### src/rtl/linear_partition_min_max_sum_defines.svh
// ---------------------------------------------------------------------------
// Assertion macros for the linear partition block.
// Each macro takes a label, the clock, the reset and the property operands.
// Defining ASSERT_OFF turns every check into an empty statement.
// ---------------------------------------------------------------------------
`ifndef LINEAR_PARTITION_MIN_MAX_SUM_DEFINES_SVH
`define LINEAR_PARTITION_MIN_MAX_SUM_DEFINES_SVH

`ifndef ASSERT_OFF

// The consequent must hold in the same cycle as the antecedent.
`define LPMS_ASSERT_IMP(label, clk, rst, ante, cons) \
  label: assert property (@(posedge clk) disable iff (rst) (ante) |-> (cons)) \
    else $error("lpms assertion failed");

// The consequent must hold in the cycle after the antecedent.
`define LPMS_ASSERT_NEXT(label, clk, rst, ante, cons) \
  label: assert property (@(posedge clk) disable iff (rst) (ante) |=> (cons)) \
    else $error("lpms assertion failed");

`else

`define LPMS_ASSERT_IMP(label, clk, rst, ante, cons)
`define LPMS_ASSERT_NEXT(label, clk, rst, ante, cons)

`endif

`endif

### src/rtl/lpms_pkg.sv
// ---------------------------------------------------------------------------
// lpms_pkg
// Shared types and constants of the linear partition block.
// ---------------------------------------------------------------------------
package lpms_pkg;

  // Defaults for the top level parameters.
  localparam int DEF_MAX_ITEMS   = 1024;
  localparam int DEF_WEIGHT_BITS = 16;

  // Group count register.
  localparam int               NUM_PARTS_W   = 11;
  localparam logic [10:0]      NUM_PARTS_RST = 11'd2;

  // Result word layout.
  localparam int RESULT_W   = 26;
  localparam int OUT_DATA_W = 32;
  localparam int OUT_PAD_W  = OUT_DATA_W - RESULT_W;

  // Controller states.
  typedef enum logic [2:0] {
    ST_LOAD,
    ST_START,
    ST_MID,
    ST_LAUNCH,
    ST_PROBE,
    ST_DONE
  } state_t;

  // Controller to probe walker.
  typedef struct packed {
    logic start;
  } probe_ctl_t;

  // Probe walker to controller.
  typedef struct packed {
    logic done;
    logic fits;
  } probe_sts_t;

endpackage

### src/rtl/lpms_ctrl.sv
// ---------------------------------------------------------------------------
// lpms_ctrl
// Load bookkeeping and binary search sequencer.
// ---------------------------------------------------------------------------
`include "linear_partition_min_max_sum_defines.svh"

module lpms_ctrl #(
  parameter int MAX_ITEMS   = lpms_pkg::DEF_MAX_ITEMS,
  parameter int WEIGHT_BITS = lpms_pkg::DEF_WEIGHT_BITS
) (
  input  logic                                       clk,
  input  logic                                       rst,
  input  logic                                       in_valid,
  output logic                                       in_ready,
  input  logic [WEIGHT_BITS-1:0]                     item_weight,
  input  logic                                       last_item,
  input  logic [lpms_pkg::NUM_PARTS_W-1:0]           num_parts,
  output logic                                       wr_en,
  output logic [$clog2(MAX_ITEMS)-1:0]               wr_addr,
  output logic [$clog2(MAX_ITEMS+1)-1:0]             count,
  output lpms_pkg::probe_ctl_t                       ctl,
  input  lpms_pkg::probe_sts_t                       sts,
  output logic [$clog2(MAX_ITEMS+1)+WEIGHT_BITS-1:0] cap,
  output logic                                       res_valid,
  input  logic                                       res_taken,
  output logic [$clog2(MAX_ITEMS+1)+WEIGHT_BITS-1:0] res_best,
  output logic                                       res_nosol
);

  import lpms_pkg::*;

  localparam int CNT_W  = $clog2(MAX_ITEMS + 1);
  localparam int ADDR_W = $clog2(MAX_ITEMS);
  localparam int SUM_W  = CNT_W + WEIGHT_BITS;
  localparam int CMP_W  = (CNT_W > NUM_PARTS_W) ? CNT_W : NUM_PARTS_W;

  state_t state, state_next;

  logic [SUM_W-1:0]       total;
  logic [WEIGHT_BITS-1:0] largest;
  logic [SUM_W-1:0]       low;
  logic [SUM_W-1:0]       high;
  logic [SUM_W-1:0]       mid;
  logic [SUM_W-1:0]       best;
  logic                   nosol;

  logic                   short_set;
  logic [SUM_W:0]         mid_sum;

  assign short_set = (num_parts == '0) || (CMP_W'(count) < CMP_W'(num_parts));
  assign mid_sum   = {1'b0, low} + {1'b0, high};
  assign wr_en     = in_valid && in_ready && (count != CNT_W'(MAX_ITEMS));
  assign wr_addr   = count[ADDR_W-1:0];
  assign cap       = mid;
  assign res_best  = best;
  assign res_nosol = nosol;

  always_comb begin
    state_next = state;
    in_ready   = 1'b0;
    ctl.start  = 1'b0;
    res_valid  = 1'b0;
    unique case (state)
      ST_LOAD: begin
        in_ready = 1'b1;
        if (in_valid && last_item) begin
          state_next = ST_START;
        end
      end
      ST_START: begin
        state_next = short_set ? ST_DONE : ST_MID;
      end
      ST_MID: begin
        state_next = (low <= high) ? ST_LAUNCH : ST_DONE;
      end
      ST_LAUNCH: begin
        ctl.start  = 1'b1;
        state_next = ST_PROBE;
      end
      ST_PROBE: begin
        if (sts.done) begin
          state_next = (sts.fits && (mid == '0)) ? ST_DONE : ST_MID;
        end
      end
      ST_DONE: begin
        res_valid = 1'b1;
        if (res_taken) begin
          state_next = ST_LOAD;
        end
      end
      default: begin
        state_next = ST_LOAD;
      end
    endcase
  end

  always_ff @(posedge clk) begin
    if (rst) begin
      state   <= ST_LOAD;
      count   <= '0;
      total   <= '0;
      largest <= '0;
      low     <= '0;
      high    <= '0;
      best    <= '0;
      nosol   <= 1'b0;
    end else begin
      state <= state_next;
      case (state)
        ST_LOAD: begin
          if (wr_en) begin
            count <= count + CNT_W'(1);
            total <= total + SUM_W'(item_weight);
            if (item_weight > largest) begin
              largest <= item_weight;
            end
          end
        end
        ST_START: begin
          if (short_set) begin
            best  <= '0;
            nosol <= 1'b1;
          end else begin
            low   <= SUM_W'(largest);
            high  <= total;
            best  <= total;
            nosol <= 1'b0;
          end
        end
        ST_PROBE: begin
          if (sts.done) begin
            if (sts.fits) begin
              best <= mid;
              if (mid != '0) begin
                high <= mid - SUM_W'(1);
              end
            end else begin
              low <= mid + SUM_W'(1);
            end
          end
        end
        ST_DONE: begin
          if (res_taken) begin
            count   <= '0;
            total   <= '0;
            largest <= '0;
          end
        end
        default: begin
        end
      endcase
    end
  end

  // The probe cap is kept apart from the reset so its path stays plain.
  always_ff @(posedge clk) begin
    if (state == ST_MID) begin
      mid <= mid_sum[SUM_W:1];
    end
  end

  // Every probe cap lies inside the current search window.
  `LPMS_ASSERT_IMP(a_mid_in_window, clk, rst, state == ST_PROBE, (mid >= low) && (mid <= high))
  // A solved set reports a value between the largest weight and the total.
  `LPMS_ASSERT_IMP(a_best_bounds, clk, rst, res_valid && !nosol,
                   (best >= SUM_W'(largest)) && (best <= total))
  // Handing off a result clears the load state for the next set.
  `LPMS_ASSERT_NEXT(a_clear_after_result, clk, rst, res_valid && res_taken,
                    (count == '0) && (state == ST_LOAD))

endmodule

### config.mk
export PLATFORM = sky130hd
export DESIGN_NAME = lpms_ctrl
export DESIGN_NICKNAME = d
export VERILOG_FILES = /design/src/rtl/lpms_pkg.sv /design/src/rtl/lpms_ctrl.sv
export VERILOG_INCLUDE_DIRS = /design/src /design/src/rtl
export SDC_FILE = /design/constraint.sdc
export NUM_CORES = 1
export LEC_CHECK = 0
export BUFFER_PORTS_ARGS = -buffer_cell sky130_fd_sc_hd__buf_2
export CAP_MARGIN = 5
export CORE_AREA = 2 2 165 167
export DETAILED_ROUTE_END_ITERATION = 10
export DIE_AREA = 0 0 167 169
export GPL_TIMING_DRIVEN = 0
export PLACE_DENSITY = 0.63
export SKIP_CTS_REPAIR_TIMING = 1
export SLEW_MARGIN = 20
export SYNTH_ARGS = -nofsm -noshare
export SYNTH_HDL_FRONTEND = slang
export SYNTH_SLANG_ARGS = --single-unit
### constraint.sdc
create_clock -name clk -period 5.74 [get_ports clk]
set_input_delay 1.435 -clock clk [delete_from_list [all_inputs] [get_ports clk]]
set_output_delay 1.435 -clock clk [all_outputs]
set_load 0.005 [all_outputs]
==> impl_metrics.ini <==
[synthesis]
yosysSeqAreaShare_pct = 32.7
synthesis.area_sq_um = 11000
yosysTopAreaCell = dfxtp_1
ys_ff_latch = 166
syn_area_per_cell_sq_um = 8.21
synth_warnings = 0
netlist_instances = 1340
yosys-top-cells-area = dfxtp_1 (25%), ha_1 (11%), edfxtp_1 (7.4%)
synth-main-ff-cell = dfxtp_1
async_reset_ff_share_pct = 0
synth_top_area_share_pct = 25.3
synth_edf_count = 27
syn-num-nets = 1476
yosysUniqueCellTypes = 71

[sta]
rsz0062_at_grt = false
tns_ns = 0
hold_viol = 0
final_critical_path_setup_slack_ns = 1.21
final-setup-viol-count = 0
drv_slew = 0
fin_crit_sh_pct = 79.0
worst_clock_skew_ns = 0.00988
clock.fmax_mhz = 221
worstMarginPinSlew_ns = 0.997
slew_headroom_pct = 33.0
fin_crit_ns = 4.53

[routing]
drcViolationCount = 0
vias = 10100
wirelength_um = 32700
wl_per_cell_um = 17.9
vias_per_cell = 5.54
drtPass1Iterations = 5
ant_nets = 0
dr.first_iter.drc_count = 702

[clocking]
cts_root_buffer = clkbuf_16
insertion_delay_ns = 0.44
clk_pin_slew_ns = 0.07
clockBufferDepth = 2
clock-sinks = 166
cts_tree = yes
cts_buffers = 17
htree_levels = 4

[layout]
post-route-util_pct = 47.7
fillCellCount = 2599
syn_to_final_growth_pct = 14.8
regArea_sq_um = 3590
drive_gt1_share_pct = 12.2
final_cell_mix = nor2_1 (186), dfxtp_1 (139), buf_2 (115)
nNetsFinal = 1608
final_common_cell = nor2_1
multi_input_area_sq_um = 6680
final_area_sq_um = 12600

[floorplan]
die_x_um = 167
io_pins = 114
die_area_sq_um = 28200
num_rows = 60
die_h_um = 169
fp.coreArea_sq_um = 26500
initial_utilization_pct = 41.5

[power]
switching_share_pct = 28.9
internal-power_w = 0.00219
p_switching_w = 0.000889
p_comb_share_pct = 18.3
clkPwrFrac_pct = 39.2
p_per_area_nw_per_um2 = 243
peakVddDrop_uv = 182
p_leak_nw = 5.21
p_seq_share_pct = 42.5

[worst_setup_path]
critPathSlowestCell = or4b_2
slowest_delay_ns = 0.71
end_kind = output port
cp_num_buf_inv = 3
r2r_slack_ns = 2.10
criticalPathCategory = reg2out
crit_arrival_ns = 3.10
r2r-end = high[8]
cp.required_ns = 4.30
cp-start-kind = register
rr_startpoint = cap[11]
reg2reg_depth = 11
path_delay_family = buffers and inverters
cp-endpoint = wr_en
path_max_fanout = 10
worstSetupPathDepth = 5
path_cells = or4b_2, o311ai_2, clkbuf_1, inv_1, buf_2
startpoint = count[6]

[placed_design]
place_congestion = 0.920
dpl-instance-area_sq_um = 12000
port_buffers = 112
place_ws_ns = 1.02
hpwl_um = 25400

[global_route]
grt_max_degree = 30
grt_pass1_vias = 9586
overflow = 0
antenna_found_initial = 1
grt_use_total_pct = 23.1
grt_pass1_wl_um = 51400

[worst_hold_path]
hold_path_class = reg2reg

[job]
cap_violations = 0

[status]
status = finished, final reports clean
==> per-layer routing <==
| metal | vias to the layer above | GRT usage, % | part of all wire [%] |
|---|---|---|---|
| li1 | 4964 | - | - |
| met1 | 4763 | 31.1 | 46 |
| met2 | 324 | 37.6 | 45 |
| met3 | 56 | 3.37 | 5.6 |
| met4 | 0 | 8.88 | 3.2 |
| met5 | - | 0 | 0 |
==> cells in the mapped netlist (6+ instances only) <==
cell type,number
nor2_1,186
dfxtp_1,139
ha_1,100
nand2_1,96
a21oi_1,92
inv_1,88
clkbuf_1,62
xor2_1,50
nor3_1,46
xnor2_1,46
o21ai_0,37
nand3_1,35
a221oi_1,30
edfxtp_1,27
a211o_1,24
mux2i_1,21
nand2b_1,20
nand4_1,20
a21o_1,19
a22o_1,16
and3_1,14
buf_4,12
nor2b_1,12
or3_1,12
a31oi_1,10
o21bai_1,10
nor4_1,9
o21a_1,9
a211oi_1,6
and2_1,6
or2_2,6
==> power groups by stage <==
stage          Clock (W)  Combinational [W]  Sequential (W)
2_1_floorplan          0           0.000385         0.00131
3_3_place_gp           0           0.000546         0.00133
3_5_place_dp           0           0.000554         0.00133
4_1_cts          0.00122           0.000559         0.00130
5_1_grt          0.00127           0.000623         0.00131
6_report         0.00121           0.000562         0.00131
==> layout make-up <==
type	count	area share, %
multi-input combinational	1000	52.9
sequential	166	28.4
timing repair buffer	113	4.59
clock buffer	20	3.69
tap	341	3.38
buffer	86	3.24
inverter	88	2.61
clock inverter	11	1.15
antenna	1	0.0198
==> state kept, by name, summed over array words and instances (netlist names) <==
register	flops
high	27
total	27
res_best	27
cap	27
state	3
low	27
res_nosol	1
largest	16
count	11
==> worst register-to-register path, stage by stage, from the launching register on <==
cell and delay, ns:
edfxtp_1 0.58, or4_4 0.62, or3_1 0.33, or4_1 0.45, or2_1 0.23, buf_2 0.18
nor4b_4 0.32, a221o_2 0.21, buf_6 0.15, buf_4 0.21, a211o_1 0.15, a21oi_1 0.08
==> logic make-up after synthesis <==
family          after synthesis  synth area share, %
xor+xnor                     96                 7.64
fa+ha+maj                   102                 11.7
simple gates                483                 20.6
flops                       166                 32.7
buf+inv                     174                 6.72
mux                          22                 2.01
compound gates              297                 18.7
==> stage by stage <==
| step | hold slack [ns] | instances | total power, W |
|---|---|---|---|
| 2_1_floorplan | 0.449 | 1340 | 0.00169 |
| 3_3_place_gp | 0.463 | 1793 | 0.00187 |
| 3_5_place_dp | 0.467 | 1794 | 0.00188 |
| 4_1_cts | 0.480 | 1825 | 0.00308 |
| 5_1_grt | 0.503 | 1826 | 0.00321 |
| 6_report | 0.481 | 1826 | 0.00308 |
==> worst min path at each step <==
stage               startpoint  depth (start not counted)  slack, ns         end
floorplan              high[1]                          2       0.45     high[1]
global placement    largest[3]                          1       0.46  largest[3]
detailed placement  largest[4]                          1       0.47  largest[4]
CTS                   high[16]                          2       0.48    high[16]
global route        largest[3]                          1       0.50  largest[3]
finish                high[22]                          2       0.48    high[22]
No activity file was read; power rests on OpenSTA's default activity.
