<file path="src/rtl/linear_partition_min_max_sum_defines.svh">
// ---------------------------------------------------------------------------
// Assertion macros for the linear partition block.
// Each macro takes a label, the clock, the reset and the property operands.
// Defining ASSERT_OFF turns every check into an empty statement.
// ---------------------------------------------------------------------------
`ifndef LINEAR_PARTITION_MIN_MAX_SUM_DEFINES_SVH
`define LINEAR_PARTITION_MIN_MAX_SUM_DEFINES_SVH

`ifndef ASSERT_OFF

// The consequent must hold in the same cycle as the antecedent.
`define LPMS_ASSERT_IMP(label, clk, rst, ante, cons) \
  label: assert property (@(posedge clk) disable iff (rst) (ante) |-> (cons)) \
    else $error("lpms assertion failed");

// The consequent must hold in the cycle after the antecedent.
`define LPMS_ASSERT_NEXT(label, clk, rst, ante, cons) \
  label: assert property (@(posedge clk) disable iff (rst) (ante) |=> (cons)) \
    else $error("lpms assertion failed");

`else

`define LPMS_ASSERT_IMP(label, clk, rst, ante, cons)
`define LPMS_ASSERT_NEXT(label, clk, rst, ante, cons)

`endif

`endif

</file>
<file path="src/rtl/lpms_pkg.sv">
// ---------------------------------------------------------------------------
// lpms_pkg
// Shared types and constants of the linear partition block.
// ---------------------------------------------------------------------------
package lpms_pkg;

  // Defaults for the top level parameters.
  localparam int DEF_MAX_ITEMS   = 1024;
  localparam int DEF_WEIGHT_BITS = 16;

  // Group count register.
  localparam int               NUM_PARTS_W   = 11;
  localparam logic [10:0]      NUM_PARTS_RST = 11'd2;

  // Result word layout.
  localparam int RESULT_W   = 26;
  localparam int OUT_DATA_W = 32;
  localparam int OUT_PAD_W  = OUT_DATA_W - RESULT_W;

  // Controller states.
  typedef enum logic [2:0] {
    ST_LOAD,
    ST_START,
    ST_MID,
    ST_LAUNCH,
    ST_PROBE,
    ST_DONE
  } state_t;

  // Controller to probe walker.
  typedef struct packed {
    logic start;
  } probe_ctl_t;

  // Probe walker to controller.
  typedef struct packed {
    logic done;
    logic fits;
  } probe_sts_t;

endpackage

</file>
<file path="src/rtl/lpms_probe.sv">
// ---------------------------------------------------------------------------
// lpms_probe
// Greedy walker: streams the stored weights once and counts the groups
// that a fill with the given cap opens.
// ---------------------------------------------------------------------------
`include "linear_partition_min_max_sum_defines.svh"

module lpms_probe #(
  parameter int MAX_ITEMS   = lpms_pkg::DEF_MAX_ITEMS,
  parameter int WEIGHT_BITS = lpms_pkg::DEF_WEIGHT_BITS
) (
  input  logic                                             clk,
  input  logic                                             rst,
  input  lpms_pkg::probe_ctl_t                             ctl,
  output lpms_pkg::probe_sts_t                             sts,
  input  logic [$clog2(MAX_ITEMS+1)+WEIGHT_BITS-1:0]       cap,
  input  logic [$clog2(MAX_ITEMS+1)-1:0]                   count,
  input  logic [lpms_pkg::NUM_PARTS_W-1:0]                 num_parts,
  output logic                                             rd_en,
  output logic [$clog2(MAX_ITEMS)-1:0]                     rd_addr,
  input  logic [WEIGHT_BITS-1:0]                           rd_data
);

  import lpms_pkg::*;

  localparam int CNT_W  = $clog2(MAX_ITEMS + 1);
  localparam int ADDR_W = $clog2(MAX_ITEMS);
  localparam int SUM_W  = CNT_W + WEIGHT_BITS;
  localparam int CMP_W  = (CNT_W > NUM_PARTS_W) ? CNT_W : NUM_PARTS_W;

  logic             run;
  logic [CNT_W-1:0] idx;
  logic             data_vld;
  logic [SUM_W:0]   run_sum;
  logic [CNT_W-1:0] groups;

  logic             issue;
  logic [SUM_W:0]   w_ext;
  logic [SUM_W:0]   add;
  logic             overflow;

  assign issue    = run && (idx != count);
  assign rd_en    = issue;
  assign rd_addr  = idx[ADDR_W-1:0];
  assign w_ext    = (SUM_W + 1)'(rd_data);
  assign add      = run_sum + w_ext;
  assign overflow = add > {1'b0, cap};

  // The walk is over once every read has been issued and its data used.
  assign sts.done = run && !issue && !data_vld;
  assign sts.fits = CMP_W'(groups) <= CMP_W'(num_parts);

  always_ff @(posedge clk) begin
    if (rst) begin
      run      <= 1'b0;
      data_vld <= 1'b0;
    end else begin
      data_vld <= issue;
      if (ctl.start) begin
        run <= 1'b1;
      end else if (sts.done) begin
        run <= 1'b0;
      end
    end
  end

  always_ff @(posedge clk) begin
    if (ctl.start) begin
      idx     <= '0;
      run_sum <= '0;
      groups  <= CNT_W'(1);
    end else begin
      if (issue) begin
        idx <= idx + CNT_W'(1);
      end
      if (data_vld) begin
        if (overflow) begin
          groups  <= groups + CNT_W'(1);
          run_sum <= w_ext;
        end else begin
          run_sum <= add;
        end
      end
    end
  end

  // The read pointer never runs past the item count.
  `LPMS_ASSERT_IMP(a_idx_in_range, clk, rst, run, idx <= count)
  // With a cap of at least the largest weight every group holds an item.
  `LPMS_ASSERT_IMP(a_groups_bound, clk, rst, sts.done, groups <= count)
  // A new walk is only launched once the previous one has finished.
  `LPMS_ASSERT_IMP(a_no_restart, clk, rst, ctl.start, !run)

endmodule

</file>
<file path="config.mk">
export PLATFORM = sky130hd
export DESIGN_NAME = lpms_probe
export DESIGN_NICKNAME = d
export VERILOG_FILES = /design/src/rtl/lpms_pkg.sv /design/src/rtl/lpms_probe.sv
export VERILOG_INCLUDE_DIRS = /design/src /design/src/rtl
export SDC_FILE = /design/constraint.sdc
export NUM_CORES = 1
export LEC_CHECK = 0
export BUFFER_PORTS_ARGS = -buffer_cell sky130_fd_sc_hd__clkbuf_2
export CAP_MARGIN = 40
export CORE_UTILIZATION = 55
export CTS_BUF_LIST = sky130_fd_sc_hd__clkbuf_4 sky130_fd_sc_hd__clkbuf_8
export DETAILED_ROUTE_END_ITERATION = 6
export GPL_TIMING_DRIVEN = 0
export PLACE_DENSITY_LB_ADDON = 0.08
export SKIP_CTS_REPAIR_TIMING = 1
export SLEW_MARGIN = 20
export SYNTH_ARGS = -nofsm -noshare
export SYNTH_HDL_FRONTEND = slang
export SYNTH_SLANG_ARGS = --single-unit
</file>
<file path="constraint.sdc">
create_clock -name clk -period 9.04 [get_ports clk]
set_clock_uncertainty 0.15 [all_clocks]
set_input_delay 0.904 -clock clk [delete_from_list [all_inputs] [get_ports clk]]
set_output_delay 0.904 -clock clk [all_outputs]
set_load 0.1 [all_outputs]
</file>
==> results of run 1 <==
==> layout by cell type, fill, tap and decap left out, types with 14 or more instances in the layout <==
cell type / instances
sky130_fd_sc_hd__nand2_1: 46
sky130_fd_sc_hd__xor2_1: 17
sky130_fd_sc_hd__o21ai_0: 23
sky130_fd_sc_hd__nand3_1: 25
sky130_fd_sc_hd__xnor2_1: 25
sky130_fd_sc_hd__nor2_1: 51
sky130_fd_sc_hd__ha_1: 56
sky130_fd_sc_hd__dfxtp_1: 52
sky130_fd_sc_hd__clkbuf_2: 80
sky130_fd_sc_hd__inv_1: 45
sky130_fd_sc_hd__a21oi_1: 33
sky130_fd_sc_hd__clkbuf_1: 14
==> routing by layer <==
layer / global-route usage (%) / routed length (um) / up-vias
met5: 0 / 0 / -
met4: 5.95 / 96 / 0
met3: 3.37 / 539 / 9
met2: 45.7 / 5140 / 110
met1: 35.3 / 4850 / 1889
li1: - / - / 2136
==> sequential cells by signal (all words and copies together), names as in the netlist <==
signal    flops
run_sum      28
groups       11
run           1
data_vld      1
idx          11
==> cell type report <==
class	instances	area [sq um]	area share, %
Buffer	30	163	3.27
Tap cell	102	128	2.57
Sequential cell	52	1040	20.9
Inverter	45	169	3.40
Clock buffer	6	82.6	1.66
Timing Repair Buffer	80	400	8.06
Clock inverter	2	13.8	0.277
Multi-Input combinational cell	425	2970	59.8
==> worst max-delay path by stage <==
stage / start / end / slack (ns) / cells past startpoint
2_1_floorplan: rd_data[0] / run_sum[20]$_SDFFE_PP0P_ / 3.92 / 20
3_5_place_dp: rd_data[0] / run_sum[20]$_SDFFE_PP0P_ / 2.61 / 21
3_3_place_gp: rd_data[0] / run_sum[20]$_SDFFE_PP0P_ / 2.61 / 21
5_1_grt: rd_data[0] / run_sum[26]$_SDFFE_PP0P_ / 2.59 / 20
6_report: rd_data[0] / run_sum[22]$_SDFFE_PP0P_ / 2.81 / 20
4_1_cts: rd_data[0] / run_sum[20]$_SDFFE_PP0P_ / 2.92 / 21
==> cell families after synthesis <==
group,synth area share (%)
flops,24.0
mux,4.06
xor+xnor,8.47
compound gates,18.5
simple gates,20.8
fa+ha+maj,16.6
buf+inv,7.63
==> critical path, stage by stage <==
cell and delay [ns]:
sky130_fd_sc_hd__clkbuf_2 0.10, sky130_fd_sc_hd__ha_1 0.24, sky130_fd_sc_hd__fa_1 0.41, sky130_fd_sc_hd__a21o_1 0.21, sky130_fd_sc_hd__a221oi_1 0.54, sky130_fd_sc_hd__a211oi_1 0.16, sky130_fd_sc_hd__nor2_1 0.23, sky130_fd_sc_hd__o21ai_1 0.28
sky130_fd_sc_hd__nand3_1 0.23, sky130_fd_sc_hd__xnor2_1 0.09, sky130_fd_sc_hd__ha_1 0.18, sky130_fd_sc_hd__a21o_1 0.17, sky130_fd_sc_hd__a21o_1 0.20, sky130_fd_sc_hd__a2111oi_0 0.60, sky130_fd_sc_hd__nand2_1 0.11, sky130_fd_sc_hd__o31ai_1 0.45
sky130_fd_sc_hd__and3_4 0.31, sky130_fd_sc_hd__clkbuf_1 0.43, sky130_fd_sc_hd__nand2_1 0.26, sky130_fd_sc_hd__o21ai_0 0.21
==> power by group through the flow <==
| stage | combinational (mW) | sequential, mW | clock (mW) |
|---|---|---|---|
| finish | 0.159 | 0.240 | 0.146 |
| global route | 0.180 | 0.241 | 0.159 |
| CTS | 0.159 | 0.240 | 0.149 |
| detailed placement | 0.158 | 0.245 | 0 |
| global placement | 0.153 | 0.245 | 0 |
| floorplan | 0.114 | 0.244 | 0 |
==> per-stage QoR <==
stage               setup WS (ns)  utilization [%]
floorplan                    3.92                -
global placement             2.61             63.4
detailed placement           2.61             63.4
CTS                          2.92             64.6
global route                 2.59             64.6
finish                       2.81             64.6
==> metrics list, run 1 <==
- Max frequency: 160 MHz
- The worst register-to-register path begins at run_sum[0]$_SDFFE_PP0P_.
- Final period utilization: between 60 and 70%
* Headroom to the max-slew limit: between 50% and 60%
* Peak fanout along the critical path: 10
- The worst register-to-register path ends at run_sum[22]$_SDFFE_PP0P_.
* Class of the most critical setup path: input pin to flop
- Net count, final: about 760
- The worst setup path is captured at a flop.
- Initial Util: a little under three fifths
- Summed over all cells, the static leakage comes to roughly 2.4 nW.
* Final hold viol count: 0
* Power dissipated by switching net loads: ~0.18 mW
- STA classifies the critical path startpoint as an input pin.
* Most numerous cell types in the synthesized netlist: sky130_fd_sc_hd__ha_1, sky130_fd_sc_hd__dfxtp_1, sky130_fd_sc_hd__nor2_1
* Total Power Consumption: roughly 0.55 mW
- Clock-pin slew was measured on the worst setup and hold paths at 0.10 ns.
- Area fraction of the dominant cell type after synthesis: 24.0%
- Average routed wire per standard cell: between 10 and 15 um
- The share of total power dissipated in the clock network is a little over a quarter.
* Shortest clock period the worst path allows after layout: between 6 and 7 ns
- Counting along the longest clock path gives a buffer depth of 2.
* Filler cell count: 732
- Counting every net in the synthesized netlist gives 677.
* Share of total power in combinational logic: ~29%
- Share of total power consumed by net switching: about 33%
- I/O Buffers: 80
- In this run, synthesis produced a sequential element count of 52.
- TritonCTS built the clock tree.
- Setup repair after global routing missed its margin: no
- Vias in the first global route: ~3800
* Number of flops mapped to enable cells by yosys: 0
- Sequential element share of the synthesized area: a little under a quarter
- The tool flagged a number of max-cap violations equal to 0.
- Number of distinct standard cells referenced by the synthesized netlist: 53
- Leading cell types by total area after synthesis: sky130_fd_sc_hd__dfxtp_1, sky130_fd_sc_hd__ha_1, sky130_fd_sc_hd__xnor2_1
* Area after DPL: ~0.005 sq mm
* Sinks on Clock Net: 52
- Number of cells traversed by the worst hold path: 2
* R2R Setup Slk: 3.18 ns
- In the synthesized netlist the dominant register cell turns out to be sky130_fd_sc_hd__dfxtp_1.
* Count of standard-cell rows: 32
* Cell with the most instances after synthesis: sky130_fd_sc_hd__ha_1
- The share of total power dissipated in sequential elements is roughly 44%.
* Number of antenna violations at the first check in global routing: 0
- The max-slew violation count was 0.
- The tree is rooted in a sky130_fd_sc_hd__clkbuf_8.
- Setup violations remaining at the end of the flow were counted as 0.
- At the worst endpoint, the arrival time is roughly 6.3 ns.
- Total routing usage reported by global routing: a little over a quarter
- Number of vias in the routed layout: 4144
* Min-Delay Path Class: flop to flop
- For this block, the initial DRC count from the detailed router was around 250.
- Once layout is done, the placed cells without fillers occupy 0.00497 sq mm.
* Syn Inst Count: 552
- Entering global routing, the biggest net connects 17 pins.
- At the pin with the least slew margin, the transition time is ~0.67 ns.
- 0 antenna diodes ended up in the layout.
* Area growth from synthesis to layout: 14.4%
- Antenna-violating nets left: 0
- The core region is between 0.007 and 0.008 sq mm.
- From left edge to right edge, the die measures between 90 and 100 um.
- Post-DP HPWL: 8530 um
* Fraction of final layout cells sized beyond drive strength 1: roughly 18%
* Mapped Area: about 0.0043 sq mm
- Mean instance size in the synthesized netlist: between 7 and 8 sq um
- Die Area: 0.00826 sq mm
- Power density normalized to cell area: ~110 mW/mm^2
* Sum of negative setup slack: 0 ns
- In this run the number of H-tree levels came out at 2.
- The run finished with clean final reports.
- Register-to-Register Path Depth: 19
* Max IR drop VDD: ~0.071 mV
- The internal power of the cells totals 0.365 mW.
* Clock buffer count from CTS: 5
- The synthesized design spends more area on one cell type than any other, namely sky130_fd_sc_hd__dfxtp_1.
- After the flow finishes, the layout carries non-filler instances totaling roughly 740.
* Clock insertion delay at the later pin of the skew report: 0.32 ns
- The number of placed instances, taps included, is around 730.
- Worst hold-check slack: 0.341 ns
* Via-per-instance ratio: between 5 and 6
* Die Height: around 91 um
* GP Congestion: about 0.92
- Endpoint with the worst hold slack: run_sum[15]$_SDFFE_PP0P_
- Number of detailed-route iterations in the first pass: 5
* Yosys warnings: 0
* Required time of the worst setup path: a little over 9 ns
- DRC violation count after routing: 0
- Start point of the worst min-delay path: run_sum[15]$_SDFFE_PP0P_
- Sum of overflow across all layers after global routing: 0
- 81 I/O pins were placed.
- Global-route wire length before repair: approximately 18000 um
- In the synthesized netlist the async set-or-reset flop fraction comes to 0%.
* DRT Wirelength: approximately 11000 um
Note: power is estimated with default switching activity, not from simulation.
==> run 2: changes to the inputs <==
- CORE_UTILIZATION: 55 -> 53
- clock period: 9.04 -> 5.45 ns (I/O delays scaled with it)
==> metrics list, run 2 (synthesized netlist as in run 1, its figures left out) <==
- Final hold viol count: 0 (unchanged)
- The count of input and output buffers was 80 (unchanged).
- The total net switching power is 0.304 mW (was 0.181 mW).
* Ant diodes: 0 (unchanged)
- The maximum clock path buffer count is 2 (unchanged).
- The routed wire length came to 10900 um (was 10600 um).
* Clock buffer count from CTS: 5 (unchanged)
* Power density normalized to cell area: 181 mW/mm^2 (was 110 mW/mm^2)
- The total half-perimeter wirelength after legalization and detailed placement is 8570 um (was 8530 um).
- Initial Util: 55.4% (was 56.5%)
- The number of detailed-routing iterations run before antenna repair is 4 (was 5).
* Min-Delay Path Class: input pin to flop (was flop to flop)
* Max frequency: around 190 MHz
- Final period utilization: a little over nine tenths
- The sequential group share of total power is 44.2% (was 44.0%).
- Vias in the first global route: 3883 (was 3786)
- The arrival time of the worst setup path is 5.24 ns (was 6.32 ns).
- The number of routed nets with antenna violations is 0 (unchanged).
- Number of standard cells in the layout, taps in and fillers out: 742 (unchanged)
- The critical register-to-register path endpoint is run_sum[23]$_SDFFE_PP0P_ (was run_sum[22]$_SDFFE_PP0P_).
- Reg-to-reg critical path startpoint: run_sum[0]$_SDFFE_PP0P_ (unchanged)
- The part of the power in combinational logic was 29.6% (was 29.2%).
- R2R Setup Slk: 0.35 ns (was 3.18 ns)
* Area growth from synthesis to layout: 14.9% (was 14.4%)
- Core ar.: 0.00785 sq mm (was 0.00769 sq mm)
- Sum of overflow across all layers after global routing: 0 (unchanged)
* Biggest registers after layout: run_sum: 28 flops, groups: 11 flops, idx: 11 flops (unchanged)
- Status: complete, no violations (unchanged).
* Filler cell count: 744 (was 732)
- Startpoint types: input pin (unchanged)
* Headroom to the max-slew limit: 56.0% (was 54.3%)
- The fraction of power spent switching nets is 33.7% (was 33.1%).
- The die span in y came to 92.5 um (was 90.9 um).
* Setup repair after global routing missed its margin: no (unchanged)
- The final sum of negative setup slack came to 0 ns (unchanged).
- Number of antenna violations at the first check in global routing: 0 (unchanged)
- The slew at the pin closest to its max-slew limit was 0.659 ns (was 0.668 ns).
* Cell chosen for the clock root: sky130_fd_sc_hd__clkbuf_8 (unchanged)
- Part of the power in the clock network: 26.2% (was 26.8%)
* Shortest clock period the worst path allows after layout: between 5 and 6 ns
- Leading cell type in the layout, fill and taps excluded: sky130_fd_sc_hd__clkbuf_2 (unchanged)
- The hold path depth was 2 (unchanged).
* Pin count of the biggest net entering global routing: 17 (unchanged)
- The number of maximum-capacitance violations is 0 (unchanged).
- Cell internal power dissipation: 0.598 mW (was 0.365 mW)
- The overall power came to 0.902 mW (was 0.545 mW).
* Clock insertion delay at the later pin of the skew report: 0.32 ns (about the same)
- Leading cell types in the layout, fill and taps excluded: sky130_fd_sc_hd__clkbuf_2, sky130_fd_sc_hd__ha_1, sky130_fd_sc_hd__dfxtp_1 (unchanged)
- The category of the critical setup timing path was input pin to flop (unchanged).
* Register-to-Register Path Depth: 20 (was 19)
- Sort of element at the end of the critical path: flop (unchanged)
* Total routing usage reported by global routing: 26.4% (was 26.6%)
- The wire length of the first global-routing pass is 18100 um (was 17700 um).
- The worst hold endpoint was data_vld$_SDFF_PP0_ (was run_sum[15]$_SDFFE_PP0P_).
- DRC violation count after routing: 0 (unchanged)
* Sinks on Clock Net: 52 (unchanged)
- The number of top-level pins was 81 (unchanged).
- The via density per instance is 5.63 (was 5.58).
- The total via count after detailed routing is 4177 (was 4144).
- X dimension of the die: 92.5 um (was 90.9 um)
* Peak fanout along the critical path: 10 (unchanged)
- The first-iteration detailed-routing DRC count came to 184 (was 253).
- Number of endpoints failing setup at the final stage: 0 (unchanged)
- GP Congestion: 0.873 (was 0.920)
- The flip-flop count of the largest register, all copies and words added came to 28 (unchanged).
- The die footprint was 0.00856 sq mm (was 0.00826 sq mm).
* Biggest register: run_sum (unchanged)
* Clock tree from TritonCTS: done (unchanged)
* Average routed wire per standard cell: 14.7 um (was 14.3 um)
* CTS H-tree lvls: 2 (unchanged)
* Fraction of final layout cells sized beyond drive strength 1: 18.8% (was 17.8%)
- The number of nets at the end of the flow was 764 (unchanged).
* Total instance count after detailed placement: 734 (unchanged)
* Required time of the worst setup path: 5.55 ns (was 9.13 ns)
* Count of standard-cell rows: 32 (unchanged)
* Final count of pins violating max slew: 0 (unchanged)
- Max IR drop VDD: 0.119 mV (was 0.0713 mV)
* Leakage power: 2.43 nW (was 2.44 nW)
* Start point of the worst min-delay path: rst (was run_sum[15]$_SDFFE_PP0P_)
* Clock input transition at the sequential cells of the worst setup and hold paths: 0.11 ns (was 0.10 ns)
run 2: cell count changes in the layout (fill, tap and decap cells not counted), sizes merged:
cell / delta
clkinvlp: +1
inv: -1
run 2: cell type report:
type	count	area (sq um)	area share, %
clock buffers	6	76.3	1.53
flip-flops and latches	52	1040	20.9
multi-input cells	425	3000	60.0
repair buffers	80	400	8.02
well taps	102	128	2.56
inverters	45	169	3.38
plain buffers	30	165	3.31
clock inverters	2	16.3	0.326
run 2: worst max path at each step:
| stage | startpoint | to | slack (ns) | cells after the start |
|---|---|---|---|---|
| after floorplan | rd_data[0] | run_sum[20]$_SDFFE_PP0P_ | 0.69 | 20 |
| after global placement | rd_data[0] | run_sum[19]$_SDFFE_PP0P_ | -0.59 | 20 |
| after detailed placement | rd_data[0] | run_sum[20]$_SDFFE_PP0P_ | -0.55 | 21 |
| after CTS | rd_data[0] | run_sum[20]$_SDFFE_PP0P_ | -0.23 | 21 |
| after global routing | rd_data[0] | run_sum[23]$_SDFFE_PP0P_ | 0.08 | 21 |
| final | rd_data[0] | run_sum[23]$_SDFFE_PP0P_ | 0.31 | 21 |
run 2: critical path: stages:
cell,delay (ns)
sky130_fd_sc_hd__clkbuf_2,0.10
sky130_fd_sc_hd__ha_1,0.24
sky130_fd_sc_hd__fa_1,0.41
sky130_fd_sc_hd__a21o_1,0.22
sky130_fd_sc_hd__a221oi_2,0.38
sky130_fd_sc_hd__a211oi_1,0.13
sky130_fd_sc_hd__nor2_1,0.25
sky130_fd_sc_hd__o21ai_2,0.19
sky130_fd_sc_hd__nand3_1,0.17
sky130_fd_sc_hd__xnor2_1,0.08
sky130_fd_sc_hd__ha_1,0.18
sky130_fd_sc_hd__a21o_1,0.17
sky130_fd_sc_hd__a21o_1,0.22
sky130_fd_sc_hd__a2111oi_1,0.46
sky130_fd_sc_hd__nand2_1,0.16
sky130_fd_sc_hd__o31ai_2,0.34
sky130_fd_sc_hd__and3_4,0.27
sky130_fd_sc_hd__buf_6,0.17
sky130_fd_sc_hd__clkbuf_2,0.25
sky130_fd_sc_hd__nand3_1,0.10
sky130_fd_sc_hd__a21oi_1,0.17
run 2: per-stage QoR:
stage / utilization, % / area (sq um) / worst slack [ns] / hold slack, ns
after floorplan: - / 4350 / 0.689 / 0.301
after global placement: 62.1 / 4870 / -0.588 / 0.315
after detailed placement: 62.1 / 4870 / -0.550 / 0.329
after CTS: 63.3 / 4970 / -0.229 / 0.242
after global routing: 63.6 / 4990 / 0.0795 / 0.245
final: 63.6 / 4990 / 0.312 / 0.244
run 2: layer usage:
metal	up-vias	share of wire (%)	global-route usage, %
li1	2125	-	-
met1	1954	47	35.2
met2	87	48	45.8
met3	11	4.4	3.04
met4	0	1.1	5.08
met5	-	0	0
run 2: power by group through the flow:
stage          Combinational, mW  Sequential (mW)  Clock (mW)
3_3_place_gp               0.254            0.407           0
4_1_cts                    0.265            0.399       0.238
5_1_grt                    0.303            0.400       0.249
6_report                   0.267            0.399       0.237
3_5_place_dp               0.263            0.407           0
2_1_floorplan              0.189            0.405           0
